$ cat src/frhp_pkg.sv
// ----------------------------------------------------------------------------
// frhp_pkg
// Shared types, character codes and scan helpers for the record header parser.
// ----------------------------------------------------------------------------
package frhp_pkg;

    // accumulator width; numbers wrap modulo 2^SIZE_BITS (range 16..64)
    localparam int SIZE_BITS = 32;
    localparam int EXT_BITS  = (SIZE_BITS > 32) ? SIZE_BITS : 32;

    localparam logic [7:0] CH_NUL   = 8'h00;
    localparam logic [7:0] CH_TAB   = 8'h09;
    localparam logic [7:0] CH_NL    = 8'h0A;
    localparam logic [7:0] CH_VT    = 8'h0B;
    localparam logic [7:0] CH_FF    = 8'h0C;
    localparam logic [7:0] CH_CR    = 8'h0D;
    localparam logic [7:0] CH_SPACE = 8'h20;
    localparam logic [7:0] CH_PLUS  = 8'h2B;
    localparam logic [7:0] CH_MINUS = 8'h2D;
    localparam logic [7:0] CH_ZERO  = 8'h30;
    localparam logic [7:0] CH_NINE  = 8'h39;
    localparam logic [7:0] CH_UA    = 8'h41;
    localparam logic [7:0] CH_UF    = 8'h46;
    localparam logic [7:0] CH_UO    = 8'h4F;
    localparam logic [7:0] CH_UT    = 8'h54;
    localparam logic [7:0] CH_UX    = 8'h58;
    localparam logic [7:0] CH_LA    = 8'h61;
    localparam logic [7:0] CH_LF    = 8'h66;
    localparam logic [7:0] CH_LO    = 8'h6F;
    localparam logic [7:0] CH_LT    = 8'h74;
    localparam logic [7:0] CH_LX    = 8'h78;

    localparam logic [4:0] RADIX_OCT  = 5'd8;
    localparam logic [4:0] RADIX_DEC  = 5'd10;
    localparam logic [4:0] RADIX_HEX  = 5'd16;
    localparam logic [4:0] DIGIT_NONE = 5'd16;

    typedef enum logic [4:0] {
        ST_CMD   = 5'b00001,
        ST_MODE  = 5'b00010,
        ST_SIZE  = 5'b00100,
        ST_NLEAD = 5'b01000,
        ST_NAME  = 5'b10000
    } stage_t;

    typedef enum logic [5:0] {
        SUB_LEAD = 6'b000001,
        SUB_ZERO = 6'b000010,
        SUB_X    = 6'b000100,
        SUB_O    = 6'b001000,
        SUB_T    = 6'b010000,
        SUB_DIG  = 6'b100000
    } sub_t;

    typedef struct packed {
        sub_t       sub;
        logic       neg;
        logic [4:0] radix;
        logic       take;   // byte is a digit of the number
        logic       ended;  // byte terminates the number, handled by next stage
        logic [3:0] digit;
    } scan_t;

    typedef struct packed {
        logic               name_valid;
        logic [7:0]         name_byte;
        logic               record_done;
        logic               record_error;
        logic [7:0]         command;
        logic signed [15:0] mode_value;
        logic signed [31:0] size_value;
    } result_t;

    function automatic logic is_ws(input logic [7:0] b);
        return (b == CH_TAB) || (b == CH_VT) || (b == CH_FF) || (b == CH_CR) ||
               (b == CH_SPACE);
    endfunction

    function automatic logic [4:0] digit_of(input logic [7:0] b);
        logic [4:0] d;
        d = DIGIT_NONE;
        if (b >= CH_ZERO && b <= CH_NINE)
            d = 5'(b - CH_ZERO);
        else if (b >= CH_LA && b <= CH_LF)
            d = 5'(b - CH_LA + 8'd10);
        else if (b >= CH_UA && b <= CH_UF)
            d = 5'(b - CH_UA + 8'd10);
        return d;
    endfunction

    // One byte through the number syntax; sign, '0', then x/o/t, then digits.
    // Sub-states only fall forward, so one ordered pass covers every retry.
    function automatic scan_t num_scan(input sub_t sub, input logic neg,
                                       input logic [4:0] radix, input logic [7:0] b);
        scan_t      r;
        logic       done;
        logic [4:0] d;
        r       = '0;
        r.sub   = sub;
        r.neg   = neg;
        r.radix = radix;
        done    = 1'b0;
        d       = digit_of(b);
        if (r.sub == SUB_LEAD) begin
            if (is_ws(b)) begin
                done = 1'b1;
            end
            else begin
                r.sub = SUB_ZERO;
                if (b == CH_MINUS) begin
                    r.neg = 1'b1;
                    done  = 1'b1;
                end
                else if (b == CH_PLUS) begin
                    done = 1'b1;
                end
            end
        end
        if (!done && r.sub == SUB_ZERO) begin
            if (b == CH_ZERO) begin
                r.sub = SUB_X;
                done  = 1'b1;
            end
            else begin
                r.sub = SUB_DIG;
            end
        end
        if (!done && r.sub == SUB_X) begin
            r.sub = SUB_O;
            if (b == CH_LX || b == CH_UX) begin
                r.radix = RADIX_HEX;
                done    = 1'b1;
            end
        end
        if (!done && r.sub == SUB_O) begin
            r.sub = SUB_T;
            if (b == CH_LO || b == CH_UO) begin
                r.radix = RADIX_OCT;
                done    = 1'b1;
            end
        end
        if (!done && r.sub == SUB_T) begin
            r.sub = SUB_DIG;
            if (b == CH_LT || b == CH_UT) begin
                r.radix = RADIX_DEC;
                done    = 1'b1;
            end
        end
        if (!done && r.sub == SUB_DIG) begin
            if (d < r.radix) begin
                r.take  = 1'b1;
                r.digit = d[3:0];
            end
            else begin
                r.ended = 1'b1;
            end
        end
        return r;
    endfunction

    // acc * radix + digit by shifts and adds
    function automatic logic [SIZE_BITS-1:0] acc_step(input logic [SIZE_BITS-1:0] acc,
                                                      input logic [4:0] radix,
                                                      input logic [3:0] digit);
        logic [SIZE_BITS-1:0] r;
        case (radix)
            RADIX_HEX: r = (acc << 4) + SIZE_BITS'(digit);
            RADIX_DEC: r = (acc << 3) + (acc << 1) + SIZE_BITS'(digit);
            default:   r = (acc << 3) + SIZE_BITS'(digit);
        endcase
        return r;
    endfunction

    function automatic logic [EXT_BITS-1:0] signed_ext(input logic [SIZE_BITS-1:0] acc,
                                                       input logic neg);
        logic [SIZE_BITS-1:0] v;
        v = neg ? (~acc + 1'b1) : acc;
        return EXT_BITS'(signed'(v));
    endfunction

endpackage

$ cat src/frhp_parse_core.sv
// ----------------------------------------------------------------------------
// frhp_parse_core
// Parser state and per-byte next-state / result logic.
// ----------------------------------------------------------------------------
module frhp_parse_core (
    input  logic             clk,
    input  logic             rst_n,
    input  logic             in_fire,
    input  logic [7:0]       in_byte,
    output frhp_pkg::result_t res
);
    import frhp_pkg::*;

    stage_t               stage_reg, stage_next;
    sub_t                 sub_reg, sub_next;
    logic                 neg_reg, neg_next;
    logic [4:0]           radix_reg, radix_next;
    logic [SIZE_BITS-1:0] acc_reg, acc_next;
    logic [7:0]           cmd_reg, cmd_next;
    logic [15:0]          mode_reg, mode_next;

    scan_t                rm, rs;
    logic                 size_fresh;
    logic [SIZE_BITS-1:0] size_acc_in;
    logic [EXT_BITS-1:0]  cur_ext;
    logic                 is_end;
    logic                 run_size, run_name, name_lead;

    always_comb
    begin
        size_fresh  = (stage_reg != ST_SIZE);
        size_acc_in = size_fresh ? '0 : acc_reg;
        rm          = num_scan(sub_reg, neg_reg, radix_reg, in_byte);
        rs          = num_scan(size_fresh ? SUB_LEAD : sub_reg,
                               size_fresh ? 1'b0 : neg_reg,
                               size_fresh ? RADIX_DEC : radix_reg, in_byte);
        cur_ext     = signed_ext(acc_reg, neg_reg);
        is_end      = (in_byte == CH_NL) || (in_byte == CH_NUL);

        stage_next = stage_reg;
        sub_next   = sub_reg;
        neg_next   = neg_reg;
        radix_next = radix_reg;
        acc_next   = acc_reg;
        cmd_next   = cmd_reg;
        mode_next  = mode_reg;
        run_size   = 1'b0;
        run_name   = 1'b0;
        name_lead  = 1'b0;
        res        = '0;

        if (is_end) begin
            res.record_done = 1'b1;
            if (stage_reg == ST_CMD) begin
                res.record_error = 1'b1;
            end
            else begin
                res.command    = cmd_reg;
                res.mode_value = (stage_reg == ST_MODE) ? cur_ext[15:0] : mode_reg;
                if (stage_reg == ST_SIZE || stage_reg == ST_NLEAD || stage_reg == ST_NAME)
                    res.size_value = cur_ext[31:0];
            end
            stage_next = ST_CMD;
            sub_next   = SUB_LEAD;
            neg_next   = 1'b0;
            radix_next = RADIX_OCT;
            acc_next   = '0;
            cmd_next   = '0;
            mode_next  = '0;
        end
        else begin
            case (stage_reg)
                ST_CMD:
                begin
                    cmd_next   = in_byte;
                    stage_next = ST_MODE;
                    sub_next   = SUB_LEAD;
                end
                ST_MODE:
                begin
                    sub_next   = rm.sub;
                    neg_next   = rm.neg;
                    radix_next = rm.radix;
                    if (rm.take)
                        acc_next = acc_step(acc_reg, rm.radix, rm.digit);
                    if (rm.ended) begin
                        mode_next = cur_ext[15:0];
                        run_size  = 1'b1;
                    end
                end
                ST_SIZE:
                begin
                    run_size = 1'b1;
                end
                ST_NLEAD:
                begin
                    run_name  = 1'b1;
                    name_lead = 1'b1;
                end
                default:
                begin
                    run_name = 1'b1;
                end
            endcase

            // continue the size number; the terminating byte of the mode falls into a fresh size number
            if (run_size) begin
                stage_next = ST_SIZE;
                sub_next   = rs.sub;
                neg_next   = rs.neg;
                radix_next = rs.radix;
                acc_next   = rs.take ? acc_step(size_acc_in, rs.radix, rs.digit)
                                     : size_acc_in;
                if (rs.ended) begin
                    run_name  = 1'b1;
                    name_lead = 1'b1;
                end
            end

            if (run_name) begin
                if (name_lead && is_ws(in_byte)) begin
                    stage_next = ST_NLEAD;
                end
                else begin
                    stage_next     = ST_NAME;
                    res.name_valid = 1'b1;
                    res.name_byte  = in_byte;
                end
            end
        end
    end

    always_ff @(posedge clk or negedge rst_n)
    begin
        if (!rst_n) begin
            stage_reg <= ST_CMD;
            sub_reg   <= SUB_LEAD;
            neg_reg   <= 1'b0;
            radix_reg <= RADIX_OCT;
            acc_reg   <= '0;
            cmd_reg   <= '0;
            mode_reg  <= '0;
        end
        else if (in_fire) begin
            stage_reg <= stage_next;
            sub_reg   <= sub_next;
            neg_reg   <= neg_next;
            radix_reg <= radix_next;
            acc_reg   <= acc_next;
            cmd_reg   <= cmd_next;
            mode_reg  <= mode_next;
        end
    end

    a_name_not_end: assert property (@(posedge clk) disable iff (!rst_n)
        res.name_valid |-> !res.record_done)
        else $error("name byte reported on record end");

    a_end_clears: assert property (@(posedge clk) disable iff (!rst_n)
        in_fire && res.record_done |=> stage_reg == ST_CMD && acc_reg == '0 && !neg_reg)
        else $error("state not cleared after record end");

    a_name_sticks: assert property (@(posedge clk) disable iff (!rst_n)
        in_fire && stage_reg == ST_NAME && !res.record_done |=> stage_reg == ST_NAME)
        else $error("left name stage without record end");

    a_radix_legal: assert property (@(posedge clk) disable iff (!rst_n)
        radix_reg == RADIX_OCT || radix_reg == RADIX_DEC || radix_reg == RADIX_HEX)
        else $error("illegal radix");

    a_error_fields_zero: assert property (@(posedge clk) disable iff (!rst_n)
        res.record_error |-> res.command == '0 && res.size_value == '0)
        else $error("fields set on empty record");

endmodule

$ cat src/frhp_out_stage.sv
// ----------------------------------------------------------------------------
// frhp_out_stage
// Result register; takes a new result whenever empty or being drained.
// ----------------------------------------------------------------------------
module frhp_out_stage (
    input  logic              clk,
    input  logic              rst_n,
    input  logic              load,
    input  frhp_pkg::result_t res_in,
    output logic              ready,
    input  logic              out_ready,
    output logic              out_valid,
    output frhp_pkg::result_t res_out
);
    import frhp_pkg::*;

    logic    valid_reg;
    result_t data_reg;

    assign ready     = !valid_reg || out_ready;
    assign out_valid = valid_reg;
    assign res_out   = data_reg;

    always_ff @(posedge clk or negedge rst_n)
    begin
        if (!rst_n)
            valid_reg <= 1'b0;
        else if (ready)
            valid_reg <= load;
    end

    always_ff @(posedge clk)
    begin
        if (load)
            data_reg <= res_in;
    end

endmodule

$ cat src/file_record_header_parser_unit.sv
// ----------------------------------------------------------------------------
// file_record_header_parser_unit
// Byte-wise parser of copy-protocol control record headers.
// ----------------------------------------------------------------------------
//  Channel  Dir  Content
//  s_axis   in   tdata[7:0] = record byte
//  m_axis   out  tdata = name_byte, command, mode_value, size_value;
//                tuser = name_valid, record_error; tlast = record_done
//
//  One result per input byte; one byte accepted per cycle while m_axis is not stalled.
//  Each result is registered and shows on m_axis in the cycle after its byte is
//  accepted: state update and result decode sit between the parser state registers and the result register.
//  Reset clears the parser to "expect command byte" and empties the result.
//  A stalled m_axis holds the result and lowers s_axis_tready.
// ----------------------------------------------------------------------------
module file_record_header_parser_unit (
    input  logic        clk,
    input  logic        rst_n,
    input  logic        s_axis_tvalid,
    output logic        s_axis_tready,
    input  logic [7:0]  s_axis_tdata,   // [7:0] in_byte
    output logic        m_axis_tvalid,
    input  logic        m_axis_tready,
    output logic [63:0] m_axis_tdata,   // [7:0] name_byte, [15:8] command,
                                        // [31:16] mode_value, [63:32] size_value
    output logic [1:0]  m_axis_tuser,   // [0] name_valid, [1] record_error
    output logic        m_axis_tlast    // record_done
);
    import frhp_pkg::*;

    logic    in_fire;
    result_t res;
    result_t res_q;

    assign in_fire = s_axis_tvalid && s_axis_tready;

    frhp_parse_core u_core (
        .clk     (clk),
        .rst_n   (rst_n),
        .in_fire (in_fire),
        .in_byte (s_axis_tdata),
        .res     (res)
    );

    frhp_out_stage u_out (
        .clk       (clk),
        .rst_n     (rst_n),
        .load      (in_fire),
        .res_in    (res),
        .ready     (s_axis_tready),
        .out_ready (m_axis_tready),
        .out_valid (m_axis_tvalid),
        .res_out   (res_q)
    );

    assign m_axis_tdata = {res_q.size_value, res_q.mode_value, res_q.command, res_q.name_byte};
    assign m_axis_tuser = {res_q.record_error, res_q.name_valid};
    assign m_axis_tlast = res_q.record_done;

endmodule
$ cat config.mk
export PLATFORM = sky130hd
export DESIGN_NAME = file_record_header_parser_unit
export DESIGN_NICKNAME = d
export VERILOG_FILES = /design/src/frhp_pkg.sv /design/src/frhp_parse_core.sv /design/src/frhp_out_stage.sv /design/src/file_record_header_parser_unit.sv
export SDC_FILE = /design/constraint.sdc
export NUM_CORES = 1
export LEC_CHECK = 0
export BUFFER_PORTS_ARGS = -buffer_cell sky130_fd_sc_hd__buf_2
export CAP_MARGIN = 20
export CORE_AREA = 2 2 151 153
export DETAILED_ROUTE_END_ITERATION = 12
export DIE_AREA = 0 0 153 155
export PLACE_DENSITY = 0.89
export SETUP_SLACK_MARGIN = 0.5
export SLEW_MARGIN = 20
export SYNTH_ARGS = -nofsm -noshare
export SYNTH_HDL_FRONTEND = slang
export SYNTH_SLANG_ARGS = --single-unit
$ cat constraint.sdc
create_clock -name clk -period 18.1 [get_ports clk]
set_input_delay 2.715 -clock clk [delete_from_list [all_inputs] [get_ports clk]]
set_output_delay 2.715 -clock clk [all_outputs]
set_load 0.01 [all_outputs]
Yosys cells after proc, flatten, opt, wreduce, memory -nomap -nowiden
Index checks and enable logic that the tools add are counted.
{"block": "classes", "multipliers": 0, "n_bitwise": 4, "n_reduce_logical": 60, "n_div": 0, "shifts": 0, "eq_ne": 39, "n_addsub": 14, "magnitude_cmp": 8, "n_mux": 107}
{"cell": "$mux W32", "count": 8}
{"cell": "$add A32 B4 Y32", "count": 6}
{"cell": "$pmux W32 S2", "count": 2}
{"cell": "$mux W5", "count": 24}
{"cell": "$mux W6", "count": 14}
{"cell": "$add A32 B32 Y32", "count": 2}
{"cell": "$mux W16", "count": 4}
{"cell": "$mux W58", "count": 1}
{"cell": "$mux W56", "count": 1}
{"cell": "$eq A8 B7 Y1 const B", "count": 6}
{"cell": "$mux W1", "count": 42}
{"cell": "$eq A8 B4 Y1 const B", "count": 5}
{"cell": "$add A32 B1 Y32 const B", "count": 1}
{"cell": "$eq A8 B6 Y1 const B", "count": 4}
{"cell": "$not A32 Y32", "count": 1}
{"cell": "$mux W7", "count": 4}
{"cell": "$ge A8 B7 Y1 const B", "count": 2}
{"cell": "$le A8 B7 Y1 const B", "count": 2}
{"cell": "$mux W8", "count": 2}
{"cell": "$eq A5 B4 Y1 const B", "count": 3}
{"cell": "$eq A5 B5 Y1 const B", "count": 3}
{"cell": "$logic_and A1 B1 Y1", "count": 15}
{"cell": "$eq A6 B1 Y1 const B", "count": 2}
{"cell": "$eq A6 B2 Y1 const B", "count": 2}
{"cell": "33 further kinds", "count": 76}
{"block": "word_totals", "wordCells": 248, "mem_bits_ro": 0, "ram_bits": 0, "latch_bits": 0, "reg_bits": 141, "inputBits": 12, "out_inout_bits": 69, "n_memories": 0}

Depth between registers and ports, before layout
Gate-level depths: netlist (run 1).
{"block": "depth", "ltp_word": 31, "ltp_mapped": 33, "mapped_depth_nobuf": 31}

By module
Synthesis (run 1) repeated with hierarchy kept, for this count alone.
{"block": "hier_totals", "cells_unflattened": 1683, "area_unflattened_um2": 13928.4}
{"module": "frhp_parse_core", "cells_per_inst": 1612, "area_per_inst_um2": 11862.6, "seq_area_each_um2": 1830.5, "n_inst": 1}
{"module": "frhp_out_stage", "cells_per_inst": 70, "area_per_inst_um2": 2059.5, "seq_area_each_um2": 2037.0, "n_inst": 1}
{"module": "file_record_header_parser_unit", "cells_per_inst": 1, "area_per_inst_um2": 6.3, "seq_area_each_um2": 0.0, "n_inst": 1}

Least setup slack after synthesis (run 1)
OpenSTA, ideal clock, no wires.
{"block": "synth_path", "path_kind": "input to register", "startpoint": "in s_axis_tdata[0]", "endpoint": "reg u_core.acc_reg[31]", "path_buffers": 3, "setup_ps": 110, "setup_slack_ps": 8135, "stages": 32, "t_required_ps": 17990, "t_arrival_ps": 9855, "path_cell_list": "clkbuf_1 -> inv_1 -> ha_1 -> and2_1 -> o311ai_1 -> buf_2 -> o211ai_2 -> a211o_1 -> a2111o_1 -> o211a_4 -> nand2_1 -> nand4_1 -> ha_1 -> a21o_1 -> a211oi_1 -> o211ai_2 -> a21o_2 -> buf_6 -> nor2_1 -> fa_1 -> ha_1 -> a21oi_1 -> o2111ai_1 -> a2111oi_0 -> o31ai_1 -> o21ai_0 -> o211ai_1 -> a21o_1 -> a21oi_1 -> xnor2_1 -> a221oi_1 -> o41ai_1"}
{"block": "synth_between", "elab_chain_len": 28, "word_cells_on_any_way": 150, "cone_classes": "add/sub (11); order compare (8); eq/ne (30); mux (66); reduce/logical (35)"}
{"element": "start: declaration", "line": "file_record_header_parser_unit.sv:21", "text": "input logic [7:0] s_axis_tdata,"}
{"element": "$eq A8 B4 Y1", "line": "frhp_pkg.sv:75", "text": "return (b == CH_TAB) || (b == CH_VT) || (b == CH_FF) || (b == CH_CR) ||"}
{"element": "$logic_or A1 B1 Y1 (4 in a row)", "line": "frhp_pkg.sv:75"}
{"element": "$mux W7 / $mux W1 (equally long branches)", "line": "frhp_pkg.sv:105", "text": "if (is_ws(b)) begin"}
{"element": "$mux W7 / $mux W1 (equally long branches)", "line": "frhp_pkg.sv:104", "text": "if (r.sub == SUB_LEAD) begin"}
{"element": "$eq A6 B2 Y1 / $logic_not A1 Y1 (equally long branches)", "line": "frhp_pkg.sv:119", "text": "if (!done && r.sub == SUB_ZERO) begin"}
{"element": "$logic_and A1 B1 Y1", "line": "frhp_pkg.sv:119"}
{"element": "$mux W6 / $mux W1 (equally long branches)", "line": "frhp_pkg.sv:119"}
{"element": "$eq A6 B3 Y1 / $logic_not A1 Y1 (equally long branches)", "line": "frhp_pkg.sv:128", "text": "if (!done && r.sub == SUB_X) begin"}
{"element": "(+9 left out)"}
{"element": "$mux W4 / $logic_and A1 B1 Y1 (equally long branches)", "line": "frhp_pkg.sv:150, frhp_pkg.sv:149"}
{"element": "$mux W6", "line": "frhp_pkg.sv:149", "text": "if (!done && r.sub == SUB_DIG) begin"}
{"element": "$add A32 B4 Y32, on equally long branches", "line": "frhp_pkg.sv:169, frhp_pkg.sv:167, frhp_pkg.sv:168"}
{"element": "$pmux W32 S2", "line": "frhp_pkg.sv:166", "text": "case (radix)"}
{"element": "$mux W32", "line": "frhp_parse_core.sv:84", "text": "if (rm.take)"}
{"element": "$mux W32", "line": "frhp_parse_core.sv:72", "text": "case (stage_reg)"}
{"element": "$mux W32", "line": "frhp_parse_core.sv:107", "text": "if (run_size) begin"}
{"element": "$mux W32", "line": "frhp_parse_core.sv:52", "text": "if (is_end) begin"}
{"element": "end signal: assignment", "line": "frhp_parse_core.sv:149", "text": "acc_reg <= acc_next;"}
{"element": "end: declaration", "line": "frhp_parse_core.sv:18", "text": "logic [SIZE_BITS-1:0] acc_reg, acc_next;"}
Several ways; a longest one is shown, not always the timed one. The select of a mux whose other input is x is not followed.
A chain may end at the register's enable or synchronous reset.

Worst setup path after layout (run 1)
Same ends and word-level chain as after synthesis.

==> flow_summary.ini, run 1 <==
[synth]
ys.flop_type = dfrtp_1
postSynthAreaPerCell_sq_um = 8.381
ys_seq_elements = 141
synth_common_cells = nand2_1 (176), nor2_1 (172), ha_1 (134), a21oi_1 (91), o21ai_0 (91)
synthCells = 1689
synth_nets = 1839
seq_area_frac_synth_pct = 27.32
synthTopCellsByArea = edfxtp_1 (14%), dfrtp_1 (13%), ha_1 (12%), nand2_1 (4.7%), nor2_1 (4.6%)
syn_area_sq_um = 14160
yosysUniqueCellTypes = 108
yosysTopAreaCellShare_pct = 14.21
synth_top_area_cell = edfxtp_1
ys_warn_count = 0
synth_edf_count = 67
synthArstFlopShare_pct = 52.48
yosysMostFrequentCell = nand2_1

[drt]
drt-total-wl_mm = 47.82
viasPerCell = 7.318
drc = 0
num_vias = 14630
drtIter0Drc = 2336
drtAntennaViolNets = 0
drt-pass1-iter-count = 7
wl_per_cell_microns = 23.92

[clock_network]
cts_max_level = 4
cts_hold_buf = 0
cts_tree = built
cts_buffers = 17
clkSinkCount = 141
cts_resized = 0
cts.clk_slew.worst_paths_ns = 0.07
clockBufferDepth = 2
cts_setup_buffers = 0
clock-root-buffer = clkbuf_16
clock_latency_ns = 0.45

[final_layout]
nFillCells = 1771
final_cells = 1999
drive_above_1_share_pct = 11.44
multi_input_area_sq_um = 9739
diodes = 0
largest_register_ffs = 67
nets = 1851
area_growth_pct = 7.415
post-route-util_pct = 68.41
seqCellArea_sq_um = 3867

[power]
power_leakage_nw = 6.786
p_per_area_nw_per_um2 = 54.16
intPower_mw = 0.5722
combinationalPowerShare_pct = 12.5
swShare_pct = 30.52
p_switching_mw = 0.2514
seqPwrFrac_pct = 44.9
clkPwrFrac_pct = 42.5
max-vdd-ir-drop_mv = 0.05189

[timing]
tns_ns = 0
hold_violations = 0
rsz0062_at_grt = no
max-slew-margin-rel_pct = 22.71
tightest_slew_ns = 1.159
setup_viol = 0
fmax_ghz = 0.09258
slew_viol_final = 0
fin_crit_sh_pct = 59.67
layout_min_cycle_time_ns = 10.80
skew_ns = 0.01798

[floorplan]
die_x_microns = 153
io_pins = 81
start_util_pct = 63.69
coreArea_sq_um = 22230
dieArea_sq_um = 23720
rows = 55
die_h_microns = 155

[setup_path]
r2r-start = u_core.stage_reg[1]$_DFFE_PN0P_
path_delay_family = compound AO/OA/AOI/OAI gates
cp_num_buf_inv = 3
worst_setup_path_start_kind = input pin
max_stage_delay_ns = 0.68
critPathKind = in -> reg
path_max_fanout = 23
arrival_ns = 11.13
crit_slowest_cell = a2111oi_0
crit_start = s_axis_tdata[0]
cp.required_ns = 18.43
crit_path_end_kind = flop

[global_route]
grtUsageTotal_pct = 39.58
grt-ovfl-total = 0
grt_pass1_vias = 13710
grt_pass1_wl_mm = 74.75
antenna_found_initial = 0
grt_max_degree = 75

[place]
gp_congestion = 1.034
dp_hpwl_mm = 33.52
io_buffers = 80
dp_cells = 1967

[hold_path]
hold_start = u_core.cmd_reg[6]$_DFFE_PN0P_
hold_class = reg -> reg

[job]
cap_violations = 0

[status]
status = completed
## cells in the final DEF (no fill, tap or decap), types with 17 or more instances in the layout
master     netlist  final
nand2_1        176    176
xnor2_1         64     64
nand3_1         40     40
nor3_1          33     33
nor2_1         172    171
a22oi_1         27     27
ha_1           134    134
a21o_1          35     35
a221oi_1        23     23
dfrtp_1         71     71
nand4_1         17     17
buf_2           10     79
o21ai_0         91     91
xor2_1          56     56
or3_1           26     26
and2_1          39     39
and3_1          30     30
clkbuf_16        0     17
inv_1           38     38
a21oi_1         91     90
edfxtp_1        67     67
a211oi_1        35     35
## worst paths after layout
kind	end	slack, ns	cells after the start
setup / recovery	u_core.acc_reg[31]$_DFFE_PN0P_	7.30	31
setup reg to reg	u_core.acc_reg[31]$_DFFE_PN0P_	8.88	28
max in group asynchronous	u_core.acc_reg[17]$_DFFE_PN0P_	15.20	1
min in group asynchronous	u_core.sub_reg[3]$_DFFE_PN0P_	2.29	1
hold reg to reg	u_core.cmd_reg[6]$_DFFE_PN0P_	0.50	1
hold / removal	u_core.cmd_reg[6]$_DFFE_PN0P_	0.50	1
## power groups by stage
stage          Sequential, mW  Clock [mW]  Combinational, mW
3_3_place_gp            0.373           0             0.0977
5_1_grt                 0.370       0.359              0.112
4_1_cts                 0.368       0.346              0.101
6_report                0.370       0.350              0.103
3_5_place_dp            0.374           0              0.100
2_1_floorplan           0.365           0             0.0745
## final cells by class
class,count,area share [%]
tap,285,2.345
inverter,40,0.9874
clock inverter,14,0.8311
sequential,141,25.43
multi-input combinational,1405,64.05
timing repair buffer,96,3.464
clock buffer,18,2.888
## routing by layer
| metal | track usage [%] | part of all wire, % |
|---|---|---|
| met2 | 58.59 | 42 |
| met4 | 19.44 | 5.0 |
| met3 | 10.56 | 14 |
| met5 | 0 | 0 |
| met1 | 53.85 | 39 |
## cell families (layout without fill, tap and decap cells)
| logic type | Yosys count | count (layout) | share of synthesized area (%) |
|---|---|---|---|
| mux | 13 | 13 | 0.9722 |
| flops | 141 | 141 | 27.32 |
| buf+inv | 143 | 168 | 4.092 |
| simple gates | 617 | 617 | 21.66 |
| compound gates | 517 | 517 | 26.12 |
| xor+xnor | 120 | 120 | 7.424 |
| fa+ha+maj | 138 | 138 | 12.41 |
## through the flow
step	total power [mW]	instance area (sq um)	hold WS (ns)	setup slack (ns)
floorplan	0.4399	14160	0.4497	8.135
global placement	0.4712	14630	0.4616	7.337
detailed placement	0.4744	14630	0.4769	6.988
CTS	0.8155	15200	0.5000	7.389
global route	0.8414	15210	0.5181	6.414
finish	0.8236	15210	0.4993	7.299
No activity file was read; power rests on OpenSTA's default activity.
==> run 2: changes to the inputs <==
--- a/config.mk
+++ b/config.mk
@@ -7,10 +7,10 @@
 export LEC_CHECK = 0
 export BUFFER_PORTS_ARGS = -buffer_cell sky130_fd_sc_hd__buf_2
 export CAP_MARGIN = 20
-export CORE_AREA = 2 2 151 153
+export CORE_AREA = 2 2 153 155
 export DETAILED_ROUTE_END_ITERATION = 12
-export DIE_AREA = 0 0 153 155
-export PLACE_DENSITY = 0.89
+export DIE_AREA = 0 0 155 157
+export PLACE_DENSITY = 0.87
 export SETUP_SLACK_MARGIN = 0.5
 export SLEW_MARGIN = 20
 export SYNTH_ARGS = -nofsm -noshare
==> constraint.sdc (replaced) <==
create_clock -name clk -period 10.5 [get_ports clk]
set_input_delay 1.575 -clock clk [delete_from_list [all_inputs] [get_ports clk]]
set_output_delay 1.575 -clock clk [all_outputs]
set_load 0.01 [all_outputs]
==> run 2 against run 1 <==
Compared with the run above:
- global-route usage fell by 1.8 points
- cell count rose by 0.25%
- sequential cell count did not move
- critical path depth did not move
- clock-buffer cell count fell by 1
- clock skew rose by 0.0021 ns
- sequential share of layout area fell by 0.15 points
- register-to-register slack got worse by 6.9 ns
- power rose by 78%
- clock power rose by 86%
- via count fell by 3.0%
- largest cell class unchanged
==> flow_summary.ini, run 2 (synthesis gave the netlist of run 1 again) <==
[timing]
setup_viol = 0
fmax_ghz = 0.1081
layout_min_cycle_time_ns = 9.252
holdWs_ns = 0.4909
rsz0062_at_grt = no
tightest_slew_ns = 1.050
tns_ns = 0
max-slew-margin-rel_pct = 30.02
skew_ns = 0.02006
slew_viol_final = 0
fin_crit_sh_pct = 88.11
hold_violations = 0

[power]
power_leakage_nw = 6.841
p_per_area_nw_per_um2 = 96.01
max-vdd-ir-drop_mv = 0.08640

[floorplan]
rows = 55
die_h_microns = 157
coreArea_sq_um = 22500
die_x_microns = 155
dieArea_sq_um = 24340
io_pins = 81
start_util_pct = 62.91

[place]
dp_cells = 1972
dp_hpwl_mm = 33.47
gp_congestion = 1.022
postPlaceCellArea_sq_um = 14670
io_buffers = 80

[final_layout]
largest_register_ffs = 67
drive_above_1_share_pct = 11.63
post-route-util_pct = 67.97
final_cells = 2004
layout_common_cells = nand2_1 (176), nor2_1 (172), ha_1 (134), a21oi_1 (90), o21ai_0 (90)
area_growth_pct = 8.052
diodes = 0
final_cell_area_sq_um = 15300
layout_commonest_cell = nand2_1
nets = 1856

[global_route]
grt-ovfl-total = 0
grt_pass1_vias = 13160
grt_max_degree = 75
grt_pass1_wl_mm = 72.32
antenna_found_initial = 0
grtUsageTotal_pct = 37.82

[clock_network]
cts_hold_buf = 0
clockBufferDepth = 2
cts_resized = 0
cts_buffers = 17
clock_latency_ns = 0.44
cts_setup_buffers = 0
cts_max_level = 4
cts_tree = built
clkSinkCount = 141
clock-root-buffer = clkbuf_16
cts.clk_slew.worst_paths_ns = 0.08

[drt]
num_vias = 14200
viasPerCell = 7.084
drtIter0Drc = 1953
drtAntennaViolNets = 0
drt-total-wl_mm = 46.07
drt-pass1-iter-count = 10
drc = 0
wl_per_cell_microns = 22.99

[setup_path]
cp.required_ns = 10.84
arrival_ns = 9.59
critPathKind = in -> reg
crit_start = s_axis_tdata[0]
worst_setup_path_start_kind = input pin
crit_slowest_cell = a2111oi_0
crit_path_end_kind = flop
path_max_fanout = 11
reg2reg_depth = 27
r2r-start = u_core.stage_reg[1]$_DFFE_PN0P_
max_stage_delay_ns = 0.70

[job]
cap_violations = 0

[status]
status = completed

[hold_path]
hold_class = reg -> reg
hold_start = u_core.mode_reg[6]$_DFFE_PN0P_
hold_depth = 2
==> run 2: cell count changes in the layout (fill, tap and decap cells not counted), moves of 2 or more <==
| cell | before | now |
|---|---|---|
| clkinvlp_4 | 2 | 0 |
| clkinv_8 | 0 | 2 |
| buf_4 | 16 | 22 |
| bufinv_16 | 0 | 2 |
==> run 2: final timing paths <==
| path | to | slack (ns) |
|---|---|---|
| setup / recovery | u_core.acc_reg[31]$_DFFE_PN0P_ | 1.25 |
| hold / removal | u_core.mode_reg[6]$_DFFE_PN0P_ | 0.49 |
| setup reg to reg | u_core.acc_reg[31]$_DFFE_PN0P_ | 1.98 |
| hold reg to reg | u_core.mode_reg[6]$_DFFE_PN0P_ | 0.49 |
| max in group asynchronous | u_core.mode_reg[12]$_DFFE_PN0P_ | 8.36 |
| min in group asynchronous | u_core.acc_reg[13]$_DFFE_PN0P_ | 1.03 |
==> run 2: layout make-up <==
class / count / area, sq um
multi-input cells: 1405 / 9737
fillers: 1771 / 7207
flip-flops and latches: 141 / 3867
repair buffers: 101 / 560.5
clock buffers: 17 / 425.4
well taps: 285 / 356.6
clock inverters: 15 / 198.9
inverters: 40 / 150.1
==> run 2: per-layer routing <==
metal / up-vias / part of all wire (%) / GRT usage (%)
met2: 973 / 42 / 57.10
li1: 6383 / - / -
met1: 6701 / 41 / 52.06
met4: 0 / 3.8 / 14.07
met3: 139 / 13 / 10.16
met5: - / 0 / 0
==> run 2: critical path: cells and delay by family <==
kind | cells | cell delay (ns)
AO/OA/AOI/OAI | 18 | 4.68
XOR/XNOR | 1 | 0.14
adder cells (fa/ha/maj) | 4 | 1.30
buffers and inverters | 3 | 0.56
AND/OR/NAND/NOR | 5 | 1.33
==> run 2: metrics by stage <==
stage / power, mW / worst slack [ns]
after floorplan: 0.7583 / 1.675
after global placement: 0.8134 / 1.142
after detailed placement: 0.8182 / 0.9635
after CTS: 1.459 / 1.381
after global routing: 1.506 / 0.7864
final: 1.469 / 1.248
==> run 2: power breakdown <==
group	internal (mW)	switching [mW]
Sequential	0.601	0.0352
Clock	0.365	0.287
Combinational	0.0674	0.113
